`config.mk`:
```
export PLATFORM = sky130hd
export DESIGN_NAME = qte_cordic_cell
export DESIGN_NICKNAME = d
export VERILOG_FILES = /design/src/qte_pkg.sv /design/src/qte_cordic_cell.sv
export SDC_FILE = /design/constraint.sdc
export NUM_CORES = 1
export LEC_CHECK = 0
export BUFFER_PORTS_ARGS = -buffer_cell sky130_fd_sc_hd__buf_2
export CORE_MARGIN = 1.5
export CORE_UTILIZATION = 40
export CTS_BUF_LIST = sky130_fd_sc_hd__clkbuf_4
export CTS_CLUSTER_SIZE = 16
export DETAILED_ROUTE_END_ITERATION = 16
export MAX_ROUTING_LAYER = met4
export PLACE_DENSITY_LB_ADDON = 0.25
export SLEW_MARGIN = 20
export SYNTH_ARGS = -nofsm -noshare
export SYNTH_HDL_FRONTEND = slang
export SYNTH_SLANG_ARGS = --single-unit
```
`constraint.sdc`:
```
create_clock -name clk -period 5.6 [get_ports clk]
set_clock_uncertainty 0.2 [all_clocks]
set_input_delay 1.4 -clock clk [delete_from_list [all_inputs] [get_ports clk]]
set_output_delay 1.4 -clock clk [all_outputs]
set_load 0.05 [all_outputs]
```
`src/qte_pkg.sv`:
```
// Shared constants, arctangent table and angle rounding for the quaternion to Euler converter.
package qte_pkg;

  // Binary angles: 2^32 is one full turn, held in 34 signed bits.
  localparam int AW = 34;
  // Angle times 36000 before rounding.
  localparam int PRW = 51;
  // Square-root datapath width.
  localparam int SQW = 62;

  localparam logic signed [AW-1:0] QUARTER_TURN = 34'sh0_4000_0000;

  localparam logic signed [AW-1:0] ATAN_TAB [32] = '{
    34'sh20000000, 34'sh12E4051E, 34'sh09FB385B, 34'sh051111D4,
    34'sh028B0D43, 34'sh0145D7E1, 34'sh00A2F61E, 34'sh00517C55,
    34'sh0028BE53, 34'sh00145F2F, 34'sh000A2F98, 34'sh000517CC,
    34'sh00028BE6, 34'sh000145F3, 34'sh0000A2FA, 34'sh0000517D,
    34'sh000028BE, 34'sh0000145F, 34'sh00000A30, 34'sh00000518,
    34'sh0000028C, 34'sh00000146, 34'sh000000A3, 34'sh00000051,
    34'sh00000029, 34'sh00000014, 34'sh0000000A, 34'sh00000005,
    34'sh00000003, 34'sh00000001, 34'sh00000001, 34'sh00000000
  };

  // Rounds p / 2^32 to nearest with halves away from zero, then saturates to +-lim.
  function automatic logic signed [15:0] to_hund(input logic signed [PRW-1:0] p,
                                                 input logic [15:0] lim);
    logic [PRW-1:0] mag;
    logic [PRW-1:0] h;
    mag = p[PRW-1] ? PRW'(-p) : PRW'(p);
    h = (mag + (PRW'(1) << 31)) >> 32;
    if (h > PRW'(lim)) h = PRW'(lim);
    return p[PRW-1] ? -$signed(h[15:0]) : $signed(h[15:0]);
  endfunction

endpackage

```
`src/qte_cordic_cell.sv`:
```
// One vectoring CORDIC rotation with a registered output.
module qte_cordic_cell #(
  parameter int W   = 36,
  parameter int IDX = 0
) (
  input  logic                           clk,
  input  logic                           en,
  input  logic signed [W-1:0]            x_in,
  input  logic signed [W-1:0]            y_in,
  input  logic signed [qte_pkg::AW-1:0]  z_in,
  input  logic                           zero_in,
  output logic signed [W-1:0]            x_out,
  output logic signed [W-1:0]            y_out,
  output logic signed [qte_pkg::AW-1:0]  z_out,
  output logic                           zero_out
);
  import qte_pkg::*;

  logic signed [W-1:0] dx;
  logic signed [W-1:0] dy;

  assign dx = y_in >>> IDX;
  assign dy = x_in >>> IDX;

  always_ff @(posedge clk) begin
    if (en) begin
      zero_out <= zero_in;
      if (!y_in[W-1]) begin
        x_out <= x_in + dx;
        y_out <= y_in - dy;
        z_out <= z_in + ATAN_TAB[IDX];
      end else begin
        x_out <= x_in - dx;
        y_out <= y_in + dy;
        z_out <= z_in - ATAN_TAB[IDX];
      end
    end
  end
endmodule

```
After elaboration in Yosys (flattened, before gate mapping)
Cells that the tools add are included.
{"block": "totals", "elab_cells": 12, "reg_bits": 107, "out_inout_bits": 107, "ramBits": 0, "mem_count": 0, "romBits": 0, "latchBits": 0, "input_bits": 109}
{"block": "classes", "addsub": 5, "reduce_logical": 0, "n_bitwise": 0, "magnitude_cmp": 0, "mul": 0, "eq_ne": 0, "n_div": 0, "shifts": 0, "mux": 3}
{"cell": "two-way mux 36 bit", "count": 2}
{"cell": "subtractor 36 bit", "count": 2}
{"cell": "adder 36 bit", "count": 1}
{"cell": "adder 34 x 31 -> 34 bit (second input constant)", "count": 1}
{"cell": "two-way mux 34 bit", "count": 1}
{"cell": "subtractor 34 x 31 -> 34 bit (second input constant)", "count": 1}

Longest topological paths before layout
Gate-level depths: netlist of run 1.
{"block": "depth", "depth_word": 2, "mapped_depth": 13}

Least setup slack after synthesis of run 1
No wires, ideal clock.
{"block": "synth_path", "path_kind": "input to register", "from": "input port x_in[8]", "to": "register y_out[35], data pin", "cell_stages": 12, "t_arrival_ns": 3.885, "setup_time_ns": 0.264, "n_path_buf": 1, "path_slack_ns": 1.252, "path_cell_list": "inv_1 -> ha_1 -> buf_6 -> or4_4 -> nand2b_4 -> o32ai_4 -> a221oi_2 -> o211a_1 -> nor4_2 -> o41a_1 -> o22ai_1 -> xor2_1"}
{"block": "synth_via", "elab_chain_cells": 2}
{"item": "from (decl)", "line_no": "qte_cordic_cell.sv:8", "text": "input logic signed [W-1:0] x_in,"}
{"item": "subtractor 36 bit or adder 36 bit (tied branches)", "line_no": "qte_cordic_cell.sv:30, qte_cordic_cell.sv:34"}
{"item": "two-way mux 36 bit *", "line_no": "qte_cordic_cell.sv:28", "text": "if (!y_in[W-1]) begin"}
{"item": "to (signal assigned)", "line_no": "qte_cordic_cell.sv:30", "text": "y_out <= y_in - dy;"}
{"item": "to (signal assigned)", "line_no": "qte_cordic_cell.sv:34", "text": "y_out <= y_in + dy;"}
{"item": "to (decl)", "line_no": "qte_cordic_cell.sv:13", "text": "output logic signed [W-1:0] y_out,"}
Every way passes the cells marked *; elsewhere a longest branch is shown, timed or not.
A chain may end at the register's enable or synchronous reset.

Worst setup path after layout of run 1
{"block": "layout_path", "from": "input port x_in[14]", "to": "register x_out[35], data pin"}
{"block": "layout_via", "elab_chain_cells": 2}
{"item": "adder 36 bit or subtractor 36 bit (tied branches)", "line_no": "qte_cordic_cell.sv:29, qte_cordic_cell.sv:33"}
{"item": "two-way mux 36 bit *", "line_no": "qte_cordic_cell.sv:28"}
{"item": "to (signal assigned)", "line_no": "qte_cordic_cell.sv:29", "text": "x_out <= x_in + dx;"}
{"item": "to (signal assigned)", "line_no": "qte_cordic_cell.sv:33", "text": "x_out <= x_in - dx;"}
{"item": "to (decl)", "line_no": "qte_cordic_cell.sv:12", "text": "output logic signed [W-1:0] x_out,"}
Marks and branches as above.

==> run_results.csv, run 1 <==
group,metric,value,unit
run_status,status,"completed",
drt,num_vias,9198,
power,switching_share,46.89,%
timing,timing.setup.tns,0,ps
final_layout,drive_above_1_share,20.40,%
power,p_int,1.511,mW
flow_run,drv_cap,0,
timing,tightest_slew,862.9,ps
global_route,antenna_found_initial,1,
synth,ys_ff_latch,106,
clocking,cts_resized,0,
worst_setup_path,critPathCapture,"x_out[35]",
synth,syn_nets,1342,
synth,synth_cell_type_count,81,
clocking,cts_root_buffer,"clkbuf_4",
timing,timing.slew.headroom,42.48,%
worst_setup_path,crit_arrival,4640,ps
synth,synth.top_cell.area_share,32.18,%
power,clkPwrFrac,15.3,%
timing,min_period_over_period,81.32,%
global_route,grt-ovfl-total,0,
clocking,ctsHoldBuffers,0,
clocking,htreeDepth,3,
power,power_leakage,4.946,nW
floorplan,die_y,160.3,µm
power,pwr-share-comb,47.8,%
floorplan,initial_core_util,40.68,%
clocking,clk_path_buf_depth,2,
clocking,cts_tree,"yes",
drt,firstDrtPassIters,5,
synth,avgSynthCellArea,8.840,µm²
global_route,grt_usage,24.80,%
power,power.density,252.5,mW/mm²
drt,route.detailed.drc,0,
floorplan,num_rows,57,
synth,ys_seq_area_share,32.18,%
global_route,grt_pass1_wl,48590,µm
floorplan,coreArea,0.02432,mm²
global_route,grt_max_degree,77,
synth,ys.flop_type,"edfxtp_1",
clocking,clock_sinks,106,
synth,async_flop_share,0,%
final_layout,area_delta_synth_final,13.90,%
synth,synth.most_common_cell,"a21oi_1",
worst_setup_path,critPathKind,"in -> reg",
synth,syn_area,0.009892,mm²
final_layout,postLayoutCoreUtil,46.33,%
timing,period_needed,4554,ps
power,switchingPower,1.334,mW
worst_setup_path,cp-end-kind,"flop",
placed_design,dp_hpwl,24550,µm
power,seq_power_share,36.9,%
worst_setup_path,path_max_fanout,13,
floorplan,die_x,160.3,µm
timing,setup_viol_count_final,0,
worst_setup_path,critPathLaunchType,"input pin",
worst_setup_path,critPathLaunch,"x_in[14]",
min_path,holdCritPathClass,"in -> reg",
final_layout,fin_nets,1527,
placed_design,io_buffers,215,
timing,fmaxAchievable,219.6,MHz
floorplan,io_pins,216,
floorplan,die-area,0.02568,mm²
synth,synth_edf_count,106,
drt,vias_per_cell,5.629,
final_layout,nFillCells,2470,
synth,yosys.area.top_type,"edfxtp_1",
drt,wl,31260,µm
drt,drtAntennaViolNets,0,
drt,wl_per_cell,19.13,µm
clocking,path_clk_slew,210,ps
synth,synth_common_cells,"148 x a21oi_1, 119 x inv_1, 110 x ha_1, 106 x edfxtp_1, 78 x nor2_1",
clocking,postCtsSetupBuffers,0,
synth,synth_cells,1119,
worst_setup_path,worst_ep_required_time,5680,ps
synth,ys_warn_count,0,
placed_design,place_congestion,0.9602,
power,vdd_drop_max,0.1402,mV
synth,synth_area_leaders,"edfxtp_1 32%, ha_1 14%, a21oi_1 7.5%",
timing,rsz0062_at_grt,"no",
global_route,grt_pass1_vias,8695,
drt,drtIter0Drc,869,
timing,drv_slew,0,
clocking,numCtsBuffers,9,
timing,hold_violations,0,
-- logic make-up (layout without fill, tap and decap cells) --
family | count (synthesis) | after routing | synth area share [%]
AO/OA/AOI/OAI | 392 | 392 | 25.13
XOR/XNOR | 69 | 69 | 6.109
adder cells (fa/ha/maj) | 114 | 114 | 14.72
buffers and inverters | 174 | 364 | 7.931
flip-flops | 106 | 106 | 32.18
multiplexers | 11 | 11 | 1.113
other | 0 | 1 | 0
AND/OR/NAND/NOR | 253 | 253 | 12.81
-- how the worst min path moves through the flow --
stage / startpoint / to / slack, ps / depth (start not counted)
detailed placement: zero_in / zero_out / 1380 / 1
CTS: z_in[20] / z_out[20] / 820 / 1
finish: z_in[7] / z_out[7] / 840 / 1
floorplan: z_in[0] / z_out[0] / 1300 / 0
global route: z_in[27] / z_out[27] / 810 / 1
global placement: z_in[15] / z_out[15] / 1380 / 1
-- cell usage in the layout, fill, tap and decap left out, types with 20 or more instances in the layout --
cell      Yosys  final
inv_1       119    119
nand2_1      42     42
edfxtp_1    106    106
ha_1        110    110
a21oi_1     148    148
a21o_1       22     22
nor3_1       29     29
xnor2_1      67     67
o21ai_0      77     77
o21bai_1     36     36
buf_2         5    214
nand3_1      20     20
nor2_1       78     78
-- state kept, by name (all words and copies together), names as in the netlist --
signal and cells:
z_out 34, zero_out 1, y_out 35, x_out 36
-- worst max-delay path: stages --
cell and delay, ps:
buf_2 110, inv_1 40, ha_1 550, nand4_1 380, or4_1 600, or3_1 380, nand3_1 230, a311oi_1 240
o311ai_0 390, o21ai_1 150, xnor2_1 160
-- metrics by stage --
step	setup WS [ps]	area [µm²]	cells	power, mW	hold slack (ps)
final	1046	11270	1634	2.845	838.0
after global routing	837.4	11270	1634	2.986	814.0
after CTS	1071	11260	1633	2.851	817.5
after detailed placement	587.7	11130	1617	2.413	1378
after global placement	598.9	11130	1617	2.415	1376
after floorplan	1252	9892	1119	2.059	1299
-- power by group through the flow --
| stage | clock [mW] | combinational [mW] | sequential, mW |
|---|---|---|---|
| detailed placement | 0 | 1.34 | 1.07 |
| global placement | 0 | 1.35 | 1.07 |
| finish | 0.436 | 1.36 | 1.05 |
| floorplan | 0 | 0.589 | 1.47 |
| CTS | 0.447 | 1.35 | 1.05 |
| global route | 0.469 | 1.46 | 1.06 |
-- layout make-up --
cell class / instances / area, µm² / area share [%]
tap: 324 / 405.4 / 3.598
clock inverter: 7 / 68.82 / 0.6108
inverter: 123 / 461.7 / 4.098
multi-input combinational: 839 / 5924 / 52.58
timing repair buffer: 225 / 1154 / 10.24
sequential: 106 / 3183 / 28.25
antenna: 1 / 2.502 / 0.02221
clock buffer: 9 / 67.56 / 0.5997
-- routing by layer --
layer,track usage [%],routed length [µm]
met5,-,0
met4,5.523,469
met3,2.675,1918
met2,39.84,14430
met1,33.68,14440
Power figures use the tool's default switching activity.
==> run 2: changes to the inputs <==
ABC_AREA = 1   (was not set)
clock period = 3.69 ns   (was 5.6 ns; I/O delays follow)
==> run 2 against run 1 <==
Net effect: clock-buffer cell count is the same; utilization up 0.47 points; total power rose by 56%; wire length increased by 28%; largest cell class unchanged; worst hold slack worse by 470 ps; final cell count grew 39%; synthesized cell count rose by 48%; clock power up 53%; worst setup slack got worse by 370 ps.
==> run_results.csv, run 2 <==
group,metric,value,unit
run_status,status,"completed",
synth,syn_nets,1884,
synth,syn_area,0.01118,mm²
global_route,grt_usage,28.54,%
clocking,cts_resized,0,
floorplan,die-area,0.02896,mm²
timing,rsz0062_at_grt,"no",
final_layout,area_delta_synth_final,15.64,%
timing,hold_violations,0,
drt,wl_met3,3473,µm
drt,firstDrtPassIters,5,
drt,drtAntennaViolNets,0,
floorplan,io_pins,216,
min_path,min_to,"z_out[0]",
worst_setup_path,crit_arrival,3090,ps
worst_setup_path,critPathKind,"in -> reg",
worst_setup_path,cp-end-kind,"flop",
timing,tightest_slew,534.9,ps
drt,wl,40060,µm
clocking,clk_path_buf_depth,2,
final_layout,largest_reg_flops,36,
min_path,hold_depth,1,
synth,ys_warn_count,0,
final_layout,largest-register,"x_out",
drt,num_vias,11770,
synth,synth_cells,1661,
synth,ys.flop_type,"edfxtp_1",
power,power_leakage,6.676,nW
min_path,hp-start,"z_in[0]",
timing,drv_slew,0,
power,vdd_drop_max,0.2113,mV
drt,maxUsedRoutingLayer,"met4",
power,power,4.451,mW
synth,yosys.area.top_type,"edfxtp_1",
floorplan,die_x,170.2,µm
synth,ys_ff_latch,106,
flow_run,drv_cap,0,
clocking,cts_root_buffer,"clkbuf_4",
synth,synth_cell_type_count,44,
min_path,holdCritPathClass,"in -> reg",
synth,synth_area_leaders,"edfxtp_1 28%, nand2_1 16%, ha_1 12%",
synth,synth.top_cell.area_share,28.47,%
placed_design,pre_cts_slack,113.4,ps
drt,drt-met1-wl,18170,µm
synth,synth_edf_count,106,
global_route,grt_pass1_wl,60600,µm
clocking,postCtsSetupBuffers,0,
global_route,grt-ovfl-total,0,
synth,avgSynthCellArea,6.731,µm²
synth,ys_seq_area_share,28.47,%
drt,dr_wl_met2,17480,µm
floorplan,die_y,170.2,µm
worst_setup_path,path_max_fanout,7,
timing,setup_viol_count_final,0,
drt,route.detailed.drc,0,
placed_design,place_congestion,1.003,
clocking,ctsHoldBuffers,0,
clocking,numCtsBuffers,9,
final_layout,fin_nets,2105,
drt,wl_per_cell,17.68,µm
timing,period_needed,3013,ps
worst_setup_path,critPathLaunchType,"input pin",
synth,async_flop_share,0,%
clocking,path_clk_slew,200,ps
timing,timing.slew.headroom,64.34,%
synth,synth_common_cells,"488 x nand2_1, 241 x inv_1, 148 x nand3_1, 148 x nor2_1, 123 x a21oi_1",
clocking,cts_tree,"yes",
timing,timing.setup.tns,0,ps
global_route,grt_max_degree,75,
floorplan,coreArea,0.02763,mm²
placed_design,dp_hpwl,33550,µm
floorplan,num_rows,61,
power,power.density,344.3,mW/mm²
final_layout,final_cell_mix,"488 x nand2_1, 241 x inv_1, 214 x buf_2, 148 x nand3_1, 148 x nor2_1",
timing,fin_ws,677.2,ps
global_route,grt_pass1_vias,11220,
timing,min_period_over_period,81.65,%
clocking,clock_sinks,106,
worst_setup_path,worst_ep_required_time,3770,ps
final_layout,top_regs,"x_out x36, y_out x35, z_out x34",
drt,vias_per_cell,5.196,
clocking,htreeDepth,3,
timing,fmaxAchievable,331.9,MHz
global_route,antenna_found_initial,1,
placed_design,io_buffers,215,
synth,synth.most_common_cell,"nand2_1",
final_layout,drive_above_1_share,16.91,%
final_layout,layout_commonest_cell,"nand2_1",
drt,drtIter0Drc,997,
floorplan,initial_core_util,40.47,%
==> run 2: cell types whose count changed after synthesis, moves of 24 or more <==
cell,previous run,this run
a21oi_1,148,123
buf_4,3,27
inv_1,119,241
nand2_1,42,488
nand3_1,20,148
nor2_1,78,148
xnor2_1,67,3
xor2_1,2,29
==> run 2: cells by family (layout without fill, tap and decap cells) <==
kind of cell	Yosys count	after routing	share of synthesized area, %
other cells	0	1	0
compound gates	274	274	13.52
fa+ha+maj	114	114	13.03
buf+inv	294	520	11.02
flops	106	106	28.47
simple gates	841	841	31.46
xor+xnor	32	32	2.507
==> run 2: metrics by stage <==
step | instance area, µm² | hold WS [ps] | utilization [%] | cells
2_1_floorplan | 11180 | 821.4 | - | 1661
3_3_place_gp | 12780 | 899.2 | 46.24 | 2249
3_5_place_dp | 12780 | 900.6 | 46.24 | 2249
4_1_cts | 12930 | 335.4 | 46.79 | 2265
5_1_grt | 12930 | 332.5 | 46.80 | 2266
6_report | 12930 | 366.9 | 46.80 | 2266
==> run 2: critical path: stages <==
cell and delay, ps:
buf_2 110, inv_1 50, ha_1 450, a21oi_1 470, o21ai_0 290, a21oi_1 340, nor2_1 90, nor2_1 130
nand3_1 80, nand3_1 100, nand2_1 70
==> run 2: final cells by class <==
class | instances | area, µm²
multi-input combinational | 1261 | 6765
clock buffer | 9 | 67.56
tap | 378 | 473.0
inverter | 248 | 930.9
clock inverter | 7 | 83.83
sequential | 106 | 3183
fill | 2920 | 14700
timing repair buffer | 256 | 1424
antenna | 1 | 2.502
==> run 2: how the worst max path moves through the flow <==
| stage | startpoint | slack [ps] | endpoint |
|---|---|---|---|
| final | x_in[16] | 680 | y_out[27] |
| after global routing | y_in[0] | 410 | y_out[14] |
| after CTS | y_in[0] | 640 | y_out[14] |
| after detailed placement | y_in[0] | 110 | y_out[14] |
| after global placement | x_in[0] | 110 | y_out[14] |
| after floorplan | x_in[0] | 860 | x_out[32] |
==> run 2: per-layer routing <==
layer	GRT usage, %	up-vias
li1	-	5805
met1	37.94	5426
met2	44.55	492
met3	5.186	51
met4	7.695	0
met5	-	-
==> run 2: power breakdown <==
part	leakage, nW	switching, mW	internal (mW)
Sequential	1.04	0.0398	1.52
Combinational	5.57	1.63	0.596
Clock	0.0726	0.506	0.161
Total	6.68	2.18	2.27
