### src/qte_pkg.sv
// Shared constants, arctangent table and angle rounding for the quaternion to Euler converter.
package qte_pkg;

  // Binary angles: 2^32 is one full turn, held in 34 signed bits.
  localparam int AW = 34;
  // Angle times 36000 before rounding.
  localparam int PRW = 51;
  // Square-root datapath width.
  localparam int SQW = 62;

  localparam logic signed [AW-1:0] QUARTER_TURN = 34'sh0_4000_0000;

  localparam logic signed [AW-1:0] ATAN_TAB [32] = '{
    34'sh20000000, 34'sh12E4051E, 34'sh09FB385B, 34'sh051111D4,
    34'sh028B0D43, 34'sh0145D7E1, 34'sh00A2F61E, 34'sh00517C55,
    34'sh0028BE53, 34'sh00145F2F, 34'sh000A2F98, 34'sh000517CC,
    34'sh00028BE6, 34'sh000145F3, 34'sh0000A2FA, 34'sh0000517D,
    34'sh000028BE, 34'sh0000145F, 34'sh00000A30, 34'sh00000518,
    34'sh0000028C, 34'sh00000146, 34'sh000000A3, 34'sh00000051,
    34'sh00000029, 34'sh00000014, 34'sh0000000A, 34'sh00000005,
    34'sh00000003, 34'sh00000001, 34'sh00000001, 34'sh00000000
  };

  // Rounds p / 2^32 to nearest with halves away from zero, then saturates to +-lim.
  function automatic logic signed [15:0] to_hund(input logic signed [PRW-1:0] p,
                                                 input logic [15:0] lim);
    logic [PRW-1:0] mag;
    logic [PRW-1:0] h;
    mag = p[PRW-1] ? PRW'(-p) : PRW'(p);
    h = (mag + (PRW'(1) << 31)) >> 32;
    if (h > PRW'(lim)) h = PRW'(lim);
    return p[PRW-1] ? -$signed(h[15:0]) : $signed(h[15:0]);
  endfunction

endpackage

### src/qte_sqrt_cell.sv
// One bit step of the restoring integer square root chain.
module qte_sqrt_cell #(
  parameter int SHIFT = 0
) (
  input  logic                       clk,
  input  logic                       en,
  input  logic [qte_pkg::SQW-1:0]    n_in,
  input  logic [qte_pkg::SQW-1:0]    r_in,
  output logic [qte_pkg::SQW-1:0]    n_out,
  output logic [qte_pkg::SQW-1:0]    r_out
);
  import qte_pkg::*;

  localparam logic [SQW-1:0] BIT = SQW'(1) << SHIFT;
  logic [SQW-1:0] trial;

  assign trial = r_in + BIT;

  always_ff @(posedge clk) begin
    if (en) begin
      if (n_in >= trial) begin
        n_out <= n_in - trial;
        r_out <= (r_in >> 1) + BIT;
      end else begin
        n_out <= n_in;
        r_out <= r_in >> 1;
      end
    end
  end
endmodule

### config.mk
export PLATFORM = sky130hd
export DESIGN_NAME = qte_sqrt_cell
export DESIGN_NICKNAME = d
export VERILOG_FILES = /design/src/qte_pkg.sv /design/src/qte_sqrt_cell.sv
export SDC_FILE = /design/constraint.sdc
export NUM_CORES = 1
export LEC_CHECK = 0
export CORE_ASPECT_RATIO = 1.4
export CORE_MARGIN = 2
export CORE_UTILIZATION = 40
export DETAILED_ROUTE_END_ITERATION = 12
export DONT_BUFFER_PORTS = 1
export RECOVER_POWER = 100
export SLEW_MARGIN = 25
export SYNTH_ARGS = -nofsm -noshare
export SYNTH_HDL_FRONTEND = slang
export SYNTH_SLANG_ARGS = --single-unit
### constraint.sdc
create_clock -name clk -period 7 [get_ports clk]
set_clock_uncertainty 0.2 [all_clocks]
set_input_delay 1.4 -clock clk [delete_from_list [all_inputs] [get_ports clk]]
set_output_delay 1.4 -clock clk [all_outputs]
set_load 0.005 [all_outputs]
### Word-level counts from Yosys, hierarchy flattened

Index checks and enable logic that the tools add are counted.

| operators by class | value |
|---|---|
| add/sub/neg operators | 3 |
| $mul | 0 |
| divide/modulo/power cells | 0 |
| order comparisons | 1 |
| equal/unequal tests | 0 |
| shift operators | 0 |
| multiplexer cells | 2 |
| bitwise gates (word level) | 0 |
| reduce and logical (&&, ||, !) cells | 0 |

Operator list:

| cell | count |
|---|---|
| adder 61 x 1 -> 62 bit, second input constant | 1 |
| adder 62 x 1 -> 62 bit, second input constant | 1 |
| greater-or-equal comparator 62 bit | 1 |
| 2-to-1 mux 62 bit | 1 |
| subtractor 62 bit | 1 |
| 2-to-1 mux 61 bit | 1 |

| storage, ports and cells | value |
|---|---|
| register bits | 124 |
| bits in latches | 0 |
| RAM bits | 0 |
| ROM bits | 0 |
| input port bits | 126 |
| output and inout bits | 124 |
| word-level logic and storage cells | 9 |
| memories | 0 |

### Longest topological paths before layout

Gate-level depths: netlist of run 1.

| depth | value |
|---|---|
| word-level depth | 3 |
| mapped depth | 23 |
| gate-level depth less buffers | 18 |

### Worst setup path after synthesis of run 1

No wires, ideal clock.

| path | value |
|---|---|
| path type | input to register |
| from | in r_in[3] (netlist bit) |
| to | reg n_out[14] (netlist bit), data pin |
| arrival time | 5,650 ps |
| required time | 6,540 ps |
| slack | 890 ps |
| stages | 21 |
| path through | clkbuf_1 nand3_1 nor2_1 and3_1 nand3_1 or3_1 or2_1 nor2_1 xnor2_1 ha_1 buf_2 a21oi_1 o21ai_0 a31oi_1 o221ai_1 a2111o_1 a21oi_2 o211a_1 buf_6 buf_2 mux2_2 |

| between the ends | value |
|---|---|
| cells in the longest elaborated chain, start to end | 3 |
| elaborated cells between the ends (all ways) | 4 |

RTL lines:

| item | line | source |
|---|---|---|
| start: declaration | qte_sqrt_cell.sv:8 | `input logic [qte_pkg::SQW-1:0] r_in,` |
| adder 62 x 1 -> 62 bit * | qte_sqrt_cell.sv:17 | `assign trial = r_in + BIT;` |
| subtractor 62 bit / greater-or-equal comparator 62 bit (equally long branches) | qte_sqrt_cell.sv:22, qte_sqrt_cell.sv:21 |  |
| 2-to-1 mux 62 bit * | qte_sqrt_cell.sv:21 | `if (n_in >= trial) begin` |
| end signal: assignment | qte_sqrt_cell.sv:22 | `n_out <= n_in - trial;` |
| end signal: assignment | qte_sqrt_cell.sv:25 | `n_out <= n_in;` |
| end: declaration | qte_sqrt_cell.sv:9 | `output logic [qte_pkg::SQW-1:0] n_out,` |

Every way passes the cells marked *; elsewhere a longest branch is shown, timed or not.
A chain may end at the register's enable or synchronous reset.

### Worst setup path after layout of run 1

| path | value |
|---|---|
| from | in r_in[15] (netlist bit) |
| to | reg r_out[25] (netlist bit), data pin |

| between the ends | value |
|---|---|
| cells in the longest elaborated chain, start to end | 3 |
| elaborated cells between the ends (all ways) | 4 |

RTL lines:

| item | line | source |
|---|---|---|
| adder 62 x 1 -> 62 bit | qte_sqrt_cell.sv:17 |  |
| greater-or-equal comparator 62 bit | qte_sqrt_cell.sv:21 |  |
| 2-to-1 mux 61 bit * | qte_sqrt_cell.sv:21 |  |
| end signal: assignment | qte_sqrt_cell.sv:23 | `r_out <= (r_in >> 1) + BIT;` |
| end signal: assignment | qte_sqrt_cell.sv:26 | `r_out <= r_in >> 1;` |
| end: declaration | qte_sqrt_cell.sv:10 | `output logic [qte_pkg::SQW-1:0] r_out` |

Marks and branches as above.

==> results.md, run 1 <==
- Outcome: completed
- Final slew viol count: 0
- Die area: roughly 0.028 mm^2
- H-tree depth: 4
- Slowest CP cell: or3_1
- Mux contribution to synthesized area: less than 1%
- Number of synthesized flops with an enable pin: ~120
- Setup TNS: 0 ns
- Complex-gate fraction of the synthesized area: 16.8%
- Clk pwr share: between 30% and 40%
- Distinct cells, synth: 72
- Setup crit start kind: primary input
- Share of synthesized flip-flops with an asynchronous set or reset: 0%
- Final worst-path cycle share: around 90%
- First-pass GRT wire length: about 55 mm
- Peak VDD IR: around 0.00016 V
- Layout area overhead: 7.74%
- Req. time, crit path: 6.98 ns
- Most frequent cells in the layout: nand2_1 (178), edfxtp_1 (124), xor2_1 (103)
- Synth Area in Simple Gates: 23.2%
- Synth Register Bits: around 120
- Worst setup path class: primary input to register
- Num CTS Buffers: 17
- Final setup margin: 0.687 ns
- Post_cts resized: 0
- Sw Pwr: about 740 uW
- Port buffer count: 0
- DR WL/cell: about 24 um
- Max clock buf depth: 2
- CTS sink count: around 120
- Synthesized area per cell: 8.65 um^2
- Power per cell area: 211 mW/mm^2
- P_leak: around 0.0042 uW
- Pre-CTS WS: 0.485 ns
- Slew @ Worst Pin: 0.727 ns
- # DRC: 0
- # setup viols final: 0
- Hold crit path type: primary input to register
- Max cap viols: 0
- Mapped Nets: roughly 1400
- Maximum operating frequency: approximately 0.16 GHz
- Largest net degree at the start of global routing: between 100 and 150
- Postcts setup bufs: 0
- Number of global-route vias before repair: roughly 9300
- Die height: 198 um
- Largest family of logic cells by synthesized area: simple AND/OR/NAND/NOR gates
- Routability cong.: between 0.9 and 1
- Adder-Cell Fraction of Synth Area: approximately 7.6%
- # nets final: about 1400
- Commonest non-fill, non-tap cell in the layout: nand2_1
- Switching Fraction: a little under a third
- Initial Util: between 40% and 50%
- Die Wd: ~140 um
- Share of cells above drive strength 1: under 10%
- Synth Area in XOR/XNOR: 13.8%
- Total gr overflow: 0
- Comb power frac: between 20% and 30%
- Crit path max fanout: 45
- Detailed Route WL: roughly 37 mm
- CTS tree: yes
- Row count: between 70 and 80
- Warnings from Yosys: 0
- Synth Cell Area: around 0.011 mm^2
- Hold Vio Cnt, Final: 0
- Syn Inst Count: about 1200
- Internal: approximately 1700 uW
- Antenna cells: 0
- Crit end category: register
- Post-CTS Hold Fix Bufs: 0
- GRT Total Usage: 26.2%
- Rel. slew slack: around half
- Drt initial violations: between 600 and 700
- Primary FF master, synth: edfxtp_1
- Antenna-violating nets left: 0
- Sequential cell area fraction in the yosys report: a little over a third
- CP max stage delay: ~0.47 ns
- DR vias: roughly 9300
- Core ar.: approximately 0.027 mm^2
- Via density: approximately 6
- HPWL after DPL: about 30 mm
- Period minus WS final: 6.31 ns
- Critical Path, Cell by Cell: and3_1 -> nand3_1 -> nor3_1 -> nand2_1 -> or3_1 -> or2_0 -> nor2_1 -> xnor2_1 -> ha_1 -> a21oi_1 -> o21ai_0 -> a31oi_1 -> o221ai_1 -> a2111o_1 -> a21oi_1 -> o211a_1 -> buf_12 -> buf_4 -> nor2_1 -> xor2_1
- Pre-antenna DRT Iters: 5
- Initial antenna violation count: 0
- I/O Pins: between 200 and 300
- Reg power frac: between 40% and 50%
- RSZ-0062 raised after global routing: false
- Root Driver: clkbuf_16
- Crit path DAT: about 6.3 ns
- Clk slew on worst S/H paths: 0.06 ns
[routing by layer]
layer,track usage [%],part of all wire (%)
met5,0,0
met2,47.6,52
met3,8.32,8.8
met4,12.1,4.3
met1,27.1,35
[area by class of cell]
cell class	instances	area [um^2]
flip-flops and latches	124	3720
fillers	2644	15100
clock inverters	14	169
repair buffers	20	171
well taps	328	410
clock buffers	17	425
multi-input cells	1035	6590
inverters	21	78.8
[path summary, 6_finish.rpt]
path / slack [ns] / end / depth (start not counted) / start
max: 0.69 / r_out[25]$_DFFE_PP_ / 20 / r_in[15]
min: 0.90 / n_out[40]$_DFFE_PP_ / 0 / en
[flip-flops by register name, summed over array words and instances (netlist names)]
signal	cells
n_out	62
r_out	62
[cells in the mapped netlist, drive strengths merged (2+ instances only)]
master  count  area, um^2
nand3      50         255
nor2       96         360
and4        8        70.1
mux2        4        45.0
a211oi     11        92.6
nand4b      3        26.3
a21bo       2        20.0
edfxtp    124        3720
or2         7        43.8
nor4       14         128
ha         64         801
o21a       14         105
o31ai      11        82.6
nand2     179         674
a21o       27         203
or4         4        30.0
nand4      37         231
nand3b      2        15.0
o21ai      94         470
and2        8        50.1
nor3b       4        35.0
buf        28         158
o211a       2        20.0
inv        21        78.8
nor3       44         225
nand2b     13        81.3
o41ai       4        42.6
or3         6        37.5
nor2b       8        50.1
clkbuf     33         124
a311oi      2        17.5
xor2      103         902
o211ai      4        35.0
xnor2      66         578
and3       26         163
o21bai     11        82.6
a31o        2        17.5
a31oi       5        31.3
a21oi      76         388
a21boi      5        37.5
a221oi      4        52.6
[logic make-up (layout without fill, tap and decap cells)]
kind of cell,Yosys count,count (layout)
fa+ha+maj,65,65
flops,124,124
compound gates,285,285
xor+xnor,169,169
mux,5,5
buf+inv,82,72
simple gates,511,511
[power by group through the flow]
stage | Combinational, uW | Sequential [uW] | Clock (uW)
6_report | 550 | 978 | 916
5_1_grt | 609 | 986 | 960
4_1_cts | 553 | 980 | 932
3_5_place_dp | 549 | 994 | 0
3_3_place_gp | 549 | 995 | 0
2_1_floorplan | 427 | 972 | 0
[worst max-delay path, delay by kind of cell]
family | cells | cell delay (ns)
buffers and inverters | 2 | 0.50
adders and majority gates | 1 | 0.36
AOI/OAI and AO/OA | 7 | 1.70
xor gates and xnor gates | 2 | 0.31
and+or+nand+nor | 8 | 2.00
[through the flow]
step	cells	cell area [um^2]	power [uW]	hold WS, ns	utilization, %
6_report	1559	11600	2440	0.904	43.4
4_1_cts	1559	11600	2460	0.881	43.7
5_1_grt	1559	11600	2560	0.868	43.4
3_5_place_dp	1528	11100	1540	1.34	41.5
2_1_floorplan	1241	10700	1400	1.31	-
3_3_place_gp	1528	11100	1540	1.32	41.5
Note: power is estimated with default switching activity, not from simulation.
==> run 2, diff against run 1 <==
Settings changed: CELL_PAD_IN_SITES_DETAIL_PLACEMENT set to 0, CELL_PAD_IN_SITES_GLOBAL_PLACEMENT set to 1, HOLD_SLACK_MARGIN set to 0.05, PLACE_DENSITY_LB_ADDON set to 0.1.
Clock period 7 ns to 5.4 ns, I/O delays scaled along.
==> run 2 against run 1 <==
  * Utilization is 6.7 points higher
  * Critical path depth stayed put
  * Final area is 15% higher
  * Total power is 34% higher
  * Die area stayed put
  * Critical path type unchanged
  * Critical endpoint is now r_out[13]$_DFFE_PP_
  * Highest routed layer unchanged
==> results.md, run 2 (synthesis gave the netlist of run 1 again) <==
- Commonest non-fill, non-tap cell in the layout: buf_4
- Die Wd: about 140 um
- Final slew viol count: 0
- Drt initial violations: between 500 and 600
- Worst setup path class: primary input to register
- Inst Count DP: 1733
- Rel. slew slack: approximately 45%
- Final worst-path cycle share: roughly 96%
- P_leak: 0.00528 uW
- Final cell count without fillers: about 1800
- Multi-input gate area: around 0.0068 mm^2
- # DRC: 0
- Setup crit start kind: primary input
- Most frequent cells in the layout: buf_4 (226), nand2_1 (178), edfxtp_1 (124)
- Port buffer count: 0
- Final core utilization: roughly 50%
- Pre-CTS WS: -0.250 ns
- Max clock buf depth: 2
- CTS sink count: between 100 and 150
- H-tree depth: 4
- Crit path max fanout: 34
- Outcome: completed
- Pre-antenna DRT Iters: 6
- Reg power frac: about two fifths
- Hold Vio Cnt, Final: 0
- I/O Pins: 250
- GRT Total Usage: about 28%
- Slew @ Worst Pin: between 0.8 and 0.9 ns
- Root Driver: clkbuf_16
- Detailed Route WL: ~40 mm
- First-pass GRT wire length: 59.3 mm
- Die area: about 0.028 mm^2
- Switching Fraction: between 30% and 40%
- Internal: approximately 2300 uW
- Comb power frac: between 20 and 30%
- Row count: between 70 and 80
- Max cap viols: 0
- Final setup margin: 0.189 ns
- Peak VDD IR: between 0.0002 and 0.00025 V
- Critical Path, Cell by Cell: and3_1 -> and3_4 -> and3_4 -> nand3_4 -> or3_4 -> or2_4 -> nor2_1 -> xnor2_1 -> ha_1 -> a21oi_2 -> o21ai_1 -> a31oi_1 -> o221ai_1 -> a2111o_1 -> a21oi_4 -> o211a_4 -> buf_12 -> buf_12 -> nor3_1 -> xor2_1
- Sw Pwr: 1030 uW
- Hold crit path type: primary input to register
- Dpl cell area: between 0.01 and 0.015 mm^2
- Biggest regs: n_out: 62 flops, r_out: 62 flops
- Routability cong.: 0.939
- Clk slew on worst S/H paths: around 0.060 ns
- Fillers: about 2600
- Period minus WS final: 5.21 ns
- CP max stage delay: roughly 0.48 ns
- Maximum operating frequency: approximately 0.19 GHz
- Antenna cells: 0
- HPWL after DPL: between 30 and 40 mm
- Die height: approximately 200 um
- Initial Util: about two fifths
- Power per cell area: approximately 250 mW/mm^2
- Overall Power: 3280 uW
- Initial antenna violation count: 0
- Cell area after layout: 0.0133 mm^2
- Layout area overhead: 24.3%
- Share of cells above drive strength 1: about a fifth
- DR vias: around 10000
- Total gr overflow: 0
- Reg area: approximately 0.0037 mm^2
- Clk pwr share: between 30% and 40%
- Req. time, crit path: about 5.4 ns
- # nets final: around 1600
- Num CTS Buffers: 17
- CTS tree: yes
- Crit path DAT: about 5.2 ns
- # setup viols final: 0
- Slowest CP cell: a2111o_1
- Antenna-violating nets left: 0
- Number of global-route vias before repair: between 10000 and 15000
- DR WL/cell: roughly 23 um
- Crit end category: register
- Largest net degree at the start of global routing: around 130
- Core ar.: 0.0267 mm^2
- Via density: around 5.6
[run 2: final timing paths]
path	from	cells after the start	endpoint	slack, ns
max	r_in[9]	20	r_out[13]$_DFFE_PP_	0.19
min	en	0	n_out[51]$_DFFE_PP_	0.54
[run 2: area by class of cell]
class | instances | share of cell area (%)
multi-input cells | 1036 | 50.6
flip-flops and latches | 124 | 27.9
repair buffers | 233 | 13.7
clock buffers | 19 | 3.24
well taps | 328 | 3.07
clock inverters | 13 | 0.900
inverters | 21 | 0.590
[run 2: critical path, delay by kind of cell]
kind | cells | cell delay, ns
adder cells (fa/ha/maj) | 1 | 0.31
AND/OR/NAND/NOR | 8 | 1.59
XOR/XNOR | 2 | 0.31
AO/OA/AOI/OAI | 7 | 1.55
buffers and inverters | 2 | 0.32
[run 2: power groups by stage]
| stage | Sequential, uW | Clock, uW | Combinational [uW] |
|---|---|---|---|
| 2_1_floorplan | 1260 | 0 | 556 |
| 3_3_place_gp | 1290 | 0 | 875 |
| 3_5_place_dp | 1290 | 0 | 877 |
| 4_1_cts | 1270 | 1130 | 882 |
| 5_1_grt | 1280 | 1160 | 997 |
| 6_report | 1270 | 1110 | 906 |
[run 2: through the flow]
step | hold WS [ns] | TNS, ns
4_1_cts | 0.531 | 0
3_3_place_gp | 1.00 | -11.28
6_report | 0.542 | 0
5_1_grt | 0.531 | -0.0260
2_1_floorplan | 0.992 | -0.00364
3_5_place_dp | 1.01 | -18.13
[run 2: repair_timing]
| action | CTS | global route |
|---|---|---|
| endpoints found under the setup margin | 0 | 59 |
| resized for setup | 0 | 9 |
| hold buffers | 0 | 0 |
| setup buffers | 0 | 7 |
[run 2: metal layers]
| metal | vias to the layer above | routed length [um] | GRT usage [%] |
|---|---|---|---|
| met5 | - | 0 | 0 |
| met4 | 0 | 1630 | 12.2 |
| met3 | 79 | 2700 | 8.25 |
| met2 | 326 | 21300 | 52.2 |
| met1 | 4664 | 15000 | 30.1 |
| li1 | 4897 | - | - |
==> run 3, diff against run 2 <==
Settings changed: CORE_MARGIN 2 to 1.5.
==> run 3 against run 2 <==
  * Cell count grew 0.11%
  * Setup slack worse by 0.015 ns
  * Utilization rose by 0.88 points
  * Routed wire length decreased by 2.1%
  * Critical path depth unchanged
  * Sequential power is essentially flat
  * Final area increased by 0.33%
  * Combinational power is essentially flat
  * Fmax decreased by 0.28%
  * Non-clock buffer count increased by 8
  * Critical path type unchanged
  * Critical endpoint is now r_out[59]$_DFFE_PP_
==> results.md, run 3 (synthesis gave the netlist of run 1 again) <==
- Period minus WS final: between 5 and 6 ns
- Number of global-route vias before repair: approximately 10000
- Critical Path, Cell by Cell: and3_1 -> and3_4 -> and3_4 -> nand3_2 -> or3_1 -> or2_4 -> clkbuf_1 -> nor2_1 -> xnor2_1 -> ha_1 -> and3_4 -> nand2_2 -> or4_1 -> nor2_1 -> nand4_1 -> o211a_4 -> buf_4 -> clkbuf_16 -> nand3b_1 -> xnor2_1
- Peak VDD IR: about 0.00021 V
- Slowest CP cell: or4_1
- # nets final: approximately 1600
- Crit path DAT: ~5.2 ns
- Crit path from: r_in[9]
- Crit end category: register
- RSZ-0062 raised after global routing: false
- # setup viols final: 0
- First-pass GRT wire length: between 50 and 60 mm
- Port buffer count: 0
- # DRC: 0
- Internal: between 2000 and 2500 uW
- Num CTS Buffers: 17
- Biggest regs: n_out: 62 flops, r_out: 62 flops
- Power per cell area: 248 mW/mm^2
- Via density: between 5 and 6
- Worst setup path class: primary input to register
- Switching Fraction: between 30% and 40%
- Max cap viols: 0
- Most frequent cells in the layout: buf_4 (222), nand2_1 (177), edfxtp_1 (124)
- Die Wd: 141 um
- Die height: around 200 um
- Drt initial violations: ~540
- Initial Util: 40.9%
- Slew @ Worst Pin: slightly above 0.8 ns
- Max clock buf depth: 2
- Share of cells above drive strength 1: 21.6%
- GRT Total Usage: approximately 29%
- Total gr overflow: 0
- Crit path max fanout: 27
- Reg power frac: between 30% and 40%
- Overall Power: between 3000 and 4000 uW
- Initial antenna violation count: 0
- Hold Vio Cnt, Final: 0
- Pre-antenna DRT Iters: 5
- Crit. path cell count: 20
- Crit path capture: r_out[59]$_DFFE_PP_
- Largest net degree at the start of global routing: around 130
- P_leak: about 0.0053 uW
- DR vias: around 10000
- Comb power frac: a little over a quarter
- Setup crit start kind: primary input
- Top delay family on crit path: simple AND/OR/NAND/NOR gates
- Maximum operating frequency: 0.191 GHz
- Clk pwr share: a little over a third
- Rel. slew slack: 44.2%
- CTS tree: yes
- WHS: ~0.55 ns
- DR WL/cell: 22.4 um
- Core ar.: about 0.026 mm^2
- Layout area overhead: 24.7%
- Final slew viol count: 0
- CP dominant cell by count: and3_4
- Detailed Route WL: approximately 40 mm
- Row count: 70
- CTS sink count: around 120
- Outcome: completed
- Final core utilization: approximately 50%
- I/O Pins: 250
- H-tree depth: 4
- HPWL after DPL: roughly 32 mm
- Root Driver: clkbuf_16
- Req. time, crit path: between 5 and 6 ns
- Antenna-violating nets left: 0
- CP max stage delay: 0.53 ns
- Antenna cells: 0
- Commonest non-fill, non-tap cell in the layout: buf_4
- CP Buf/Inv Count: 3
- Die area: between 0.02 and 0.03 mm^2
- Sw Pwr: ~1000 uW
- Hold crit path type: primary input to register
- Clk slew on worst S/H paths: around 0.060 ns
- Final worst-path cycle share: 96.8%
- Routability cong.: 0.916
-- run 3: cell types whose count changed in the layout (fill, tap and decap cells not counted), moves of 3 or more --
cell      before  now
clkbuf_1       2    7
buf_4        226  222
clkbuf_4       0    4
o21ai_0       85   89
o21ai_1        9    5
buf_12         5    2
nor4_1         9   12
-- run 3: area by class of cell --
cell class                      count  area, um^2
Timing Repair Buffer              241        1860
Fill cell                        2525       12900
Inverter                           21        78.8
Sequential cell                   124        3720
Clock buffer                       17         425
Multi-Input combinational cell   1035        6750
Tap cell                          324         405
Clock inverter                     14         148
-- run 3: how the worst min path moves through the flow --
stage / cells past startpoint / endpoint / slack [ns] / from
global placement: 0 / n_out[59]$_DFFE_PP_ / 1.00 / en
detailed placement: 0 / n_out[59]$_DFFE_PP_ / 1.00 / en
CTS: 0 / n_out[59]$_DFFE_PP_ / 0.54 / en
finish: 0 / n_out[59]$_DFFE_PP_ / 0.55 / en
global route: 0 / n_out[59]$_DFFE_PP_ / 0.53 / en
floorplan: 0 / n_out[0]$_DFFE_PP_ / 0.99 / en
-- run 3: layer usage --
metal  part of all wire (%)  routed length (um)  global-route usage, %
met1                     38               15300                   31.1
met5                      0                   0                      0
met3                    5.4                2170                   6.68
met2                     53               21200                   53.8
met4                    2.7                1090                   9.97
-- run 3: what timing repair did --
| item | CTS | global route |
|---|---|---|
| hold buffers | 0 | 0 |
| hold endpoints to repair | 0 | 0 |
| pin swaps | 0 | 6 |
| gates cloned | 0 | 1 |
| setup buffers | 0 | 1 |
| gates resized for setup | 1 | 19 |
| endpoints found under the setup margin | 1 | 115 |
-- run 3: metrics by stage --
stage	area (um^2)	setup WS [ns]	instances	setup TNS [ns]
CTS	13300	0.0431	1774	0
detailed placement	12800	-0.552	1743	-32.00
finish	13400	0.175	1776	0
global placement	12800	-0.580	1743	-31.73
global route	13400	0.0252	1776	0
floorplan	10800	-0.00121	1241	-0.00364
-- run 3: power groups by stage --
stage          combinational (uW)  clock [uW]  sequential [uW]
6_report                      903        1160             1260
5_1_grt                       998        1210             1270
4_1_cts                       891        1170             1270
3_5_place_dp                  886           0             1280
3_3_place_gp                  883           0             1290
2_1_floorplan                 556           0             1260
